`config.mk`:
```
export PLATFORM = sky130hd
export DESIGN_NAME = ffha_ram
export DESIGN_NICKNAME = d
export VERILOG_FILES = /design/src/rtl/ffha_ram.sv
export SDC_FILE = /design/constraint.sdc
export NUM_CORES = 1
export LEC_CHECK = 0
export BUFFER_PORTS_ARGS = -buffer_cell sky130_fd_sc_hd__buf_2
export CAP_MARGIN = 5
export CORE_MARGIN = 4
export CORE_UTILIZATION = 48
export CTS_BUF_LIST = sky130_fd_sc_hd__clkbuf_8
export DETAILED_ROUTE_END_ITERATION = 12
export SLEW_MARGIN = 0
export SYNTH_ARGS = -nofsm -noshare
export SYNTH_HDL_FRONTEND = slang
export SYNTH_SLANG_ARGS = --single-unit
```
`constraint.sdc`:
```
create_clock -name clk -period 2.2 [get_ports clk]
set_input_delay 0.33 -clock clk [delete_from_list [all_inputs] [get_ports clk]]
set_output_delay 0.33 -clock clk [all_outputs]
set_load 0.02 [all_outputs]
```
`src/rtl/ffha_ram.sv`:
```
// Generic simple dual-port RAM: one write port, one read port, registered read.
// No dependencies.
module ffha_ram #(
  parameter int WIDTH = 8,
  parameter int DEPTH = 16
) (
  input  logic                     clk,
  input  logic                     we,
  input  logic [$clog2(DEPTH)-1:0] waddr,
  input  logic [WIDTH-1:0]         wdata,
  input  logic [$clog2(DEPTH)-1:0] raddr,
  output logic [WIDTH-1:0]         rdata
);

  logic [WIDTH-1:0] mem [DEPTH];

  // write port
  always_ff @(posedge clk) begin
    if (we) begin
      mem[waddr] <= wdata;
    end
  end

  // registered read port
  always_ff @(posedge clk) begin
    rdata <= mem[raddr];
  end

endmodule

```
### Yosys cells after proc, flatten, opt, wreduce, memory -nomap -nowiden

Memories as Yosys holds them, arrays and structs flattened. A register that Yosys moved wholly into a read port is not among the register bits.
Index checks and enable logic that the tools add are counted.

| word-level totals | value |
|---|---|
| memory bits (writable) | 128 |
| input bits | 18 |
| memories | 1 |
| logic and storage cells | 3 |
| flip-flop bits (word level) | 0 |
| output and inout port bits | 8 |

| operators by class | value |
|---|---|
| multiplexer cells | 2 |

Memories:

| memory | words | width | read ports | clocked after memory_dff | wr ports | RTL line | source |
|---|---|---|---|---|---|---|---|
| mem | 16 | 8 | 1 | 1 | 1 | 15 | `logic [WIDTH-1:0] mem [DEPTH];` |

Operators with widths:

| operator | number |
|---|---|
| $mux 1 | 2 |

### Longest topological paths before layout

| depth | value |
|---|---|
| depth after elaboration | 2 |
| gate-level depth with buffers | 5 |

### Least setup slack after synthesis

Ideal clock, no wire load.

| timing | value |
|---|---|
| path type | input to register |
| from | input waddr[2] |
| to | memory mem[0][0], enable pin |
| setup slack | 0.377 ns |
| stages on the path | 2 |
| buffers on the path | 0 |
| data arrival time | 1.440 ns |
| setup time | 0.383 ns |
| cell sequence | or3b_2 -> nor3_1 |

RTL lines:

| item | RTL line | source |
|---|---|---|
| start, declared | 9 | `input logic [$clog2(DEPTH)-1:0] waddr,` |
| end, declared | 15 |  |

No word-level cell before the write port.

==> qor.csv <==
stage,metric,value,unit
drt,Detailed Route WL,9.31,mm
placed_design,gp weighted congestion,0.703,
floorplanning,die width,112,µm
worst_setup_path,Setup crit start,raddr[0],
timing,Slew headroom,71.2,%
logic_synthesis,register area share after synthesis,77.8,%
worst_setup_path,CP endpoint kind,flip-flop,
worst_setup_path,Setup crit start kind,input port,
logic_synthesis,Mean Syn Cell Area,22.5,µm²
timing,Total Negative Setup Slacks,0,ns
timing,fmax,0.744,GHz
timing,Max Slew Vio Count,0,
timing,hold slack,0.299,ns
clock_tree,Clock Tree Root,clkbuf_8,
timing,Final Cycle Share,61.1,%
timing,Hold Fails Final Rpt,0,
worst_setup_path,Crit path required time,2.48,ns
clock_tree,Post-CTS Resized,0,
floorplanning,Die Span Y,112,µm
clock_tree,hold buffers post-CTS,0,
drt,Vias,2364,
power_and_ir_drop,combinational power share,5.6,%
logic_synthesis,library cells used by synthesis,19,
timing,Finish-stage setup viols,0,
timing,post-layout min period,1.34,ns
floorplanning,Rows,37,
power_and_ir_drop,switching portion of total power,20.5,%
worst_setup_path,R2R setup slack,0.87,ns
logic_synthesis,Cells after Synth,229,
finish,area delta synth->final,14.6,%
logic_synthesis,cell area after synthesis,0.00515,mm²
finish,n_diodes,0,
drt,DR WL/cell,21.5,µm
placed_design,Placed Instances,400,
min_path,HP Class,input port to flip-flop,
finish,Post-Layout Cell Count,432,
run,maxcap violations,0,
logic_synthesis,Post-Syn Nets,247,
power_and_ir_drop,Flop pwr share,57.6,%
global_routing,vias in the first global route,2494,
global_routing,antenna violations before repair,1,
drt,via/cell ratio,5.47,
status,status,"finished, final reports clean",
worst_setup_path,reg-to-reg startpoint,mem[9][4],
global_routing,first-pass GRT wire length,14.7,mm
floorplanning,Ports,26,
power_and_ir_drop,power density over cell area,857,mW/mm²
placed_design,PortBufs,25,
timing,Slew @ Worst Pin,0.432,ns
clock_tree,postcts setup bufs,0,
power_and_ir_drop,Psw,1.04,mW
drt,Post-DRT Antenna Nets,0,
floorplanning,starting density of the core,49.6,%
timing,RSZ-0062 raised after global routing,false,
power_and_ir_drop,maximum VDD drop,393,µV
placed_design,DP HPWL,5.91,mm
global_routing,Congestion Overflow GR,0,
logic_synthesis,#FFs+latches synth,136,
clock_tree,H-tree depth,4,
worst_setup_path,crit path to,rdata[2],
worst_setup_path,crit-path max FO,32,
power_and_ir_drop,internal power,4.02,mW
clock_tree,worst-skew pair later-pin latency,0.41,ns
worst_setup_path,Worst Path Arrival,1.62,ns
logic_synthesis,Syn. warnings,0,
worst_setup_path,reg2reg path depth,3,
finish,"commonest non-fill, non-tap cells in the layout","edfxtp_1 (128), buf_2 (25), mux4_2 (18), clkbuf_8 (18), buf_4 (18)",
floorplanning,core area,0.0104,mm²
finish,share of cells above drive strength 1,31.1,%
drt,drt pass-1 iters,4,
power_and_ir_drop,Clk pwr share,36.8,%
clock_tree,CTS Buf Count,17,
finish,# nets final,301,
clock_tree,clock sink total,136,
clock_tree,"CTS clk-pin slew, worst paths",0.08,ns
floorplanning,die footprint,0.0124,mm²
clock_tree,CTS tree,done,
worst_setup_path,Critical R2R Capture,rdata[4],
finish,"most common cell after layout, fill and taps aside",edfxtp_1,
worst_setup_path,critical path type,input port to flip-flop,
clock_tree,CTS Buffer Depth,2,
power_and_ir_drop,Static Leak,2.01,nW
timing,Clock Skews,0.00996,ns
global_routing,largest net degree at the start of global routing,33,
global_routing,global-route usage over all layers,16.2,%
drt,number of DRC markers in iteration 0,116,
drt,DRC viols,0,
==> worst min-delay path by stage <==
stage / from / endpoint / cells past startpoint
floorplan: wdata[0] / mem[0][0] / 0
global placement: mem[13][1] / rdata[1] / 3
detailed placement: mem[14][0] / rdata[0] / 3
CTS: wdata[6] / mem[7][6] / 1
global route: wdata[1] / mem[4][1] / 1
finish: wdata[6] / mem[2][6] / 1
==> flip-flops by register name (all words and copies together) (netlist names) <==
name	cells
rdata	8
mem	128
==> worst max-delay path, cell delays in order <==
cell and delay (ns):
buf_2 0.10, buf_12 0.24, mux4_1 0.59, a22oi_1 0.23, nand2_1 0.11
==> per-layer routing <==
layer	track usage, %	up-vias	share of wire [%]
met2	24.8	86	49
met1	23.1	1190	44
met5	0	-	0.14
met3	4.24	9	6.1
met4	5.11	2	1.0
li1	-	1077	-
==> per-stage QoR <==
| step | util (%) | instance area (µm²) | setup slack (ns) | power, mW |
|---|---|---|---|---|
| 3_5_place_dp | 53.3 | 5530 | 0.397 | 3.26 |
| 5_1_grt | 56.9 | 5900 | 0.748 | 5.26 |
| 6_report | 56.9 | 5900 | 0.856 | 5.06 |
| 3_3_place_gp | 53.3 | 5530 | 0.408 | 3.26 |
| 4_1_cts | 56.9 | 5900 | 0.833 | 5.11 |
| 2_1_floorplan | - | 5150 | 0.377 | 3.13 |
==> power by group through the flow <==
| stage | Sequential [mW] | Clock [mW] | Combinational (mW) |
|---|---|---|---|
| global route | 2.92 | 2.03 | 0.309 |
| floorplan | 2.98 | 0 | 0.147 |
| global placement | 2.97 | 0 | 0.286 |
| detailed placement | 2.97 | 0 | 0.290 |
| finish | 2.91 | 1.86 | 0.283 |
| CTS | 2.91 | 1.90 | 0.291 |
==> final cells by class <==
class / count / area, µm²
Clock buffer: 18 / 248
Clock inverter: 14 / 120
Fill cell: 799 / 4470
Multi-Input combinational cell: 83 / 1060
Sequential cell: 136 / 4000
Tap cell: 136 / 170
Timing Repair Buffer: 45 / 300
==> cells in the mapped netlist <==
| master | number | area [µm²] |
|---|---|---|
| a22oi_1 | 16 | 120 |
| and2_1 | 1 | 6.26 |
| and2b_1 | 1 | 7.51 |
| buf_2 | 3 | 15.0 |
| buf_4 | 1 | 7.51 |
| buf_6 | 3 | 33.8 |
| clkdlybuf4s25_2 | 3 | 30.0 |
| dfxtp_1 | 8 | 160 |
| edfxtp_1 | 128 | 3840 |
| mux4_1 | 14 | 368 |
| mux4_2 | 18 | 405 |
| nand2_1 | 9 | 33.8 |
| nand2b_1 | 2 | 12.5 |
| nand3_1 | 1 | 5.00 |
| nand3b_1 | 2 | 15.0 |
| nor2_1 | 13 | 48.8 |
| nor2b_1 | 1 | 6.26 |
| nor3_1 | 4 | 20.0 |
| or3b_2 | 1 | 8.76 |
==> cells by family (layout without fill, tap and decap cells) <==
family	count (synthesis)	after routing	share of synthesized area, %
AO/OA/AOI/OAI	16	16	2.33
buffers and inverters	10	77	1.68
flip-flops	136	136	77.8
multiplexers	32	32	15.0
AND/OR/NAND/NOR	35	35	3.18
Power figures use the tool's default switching activity.
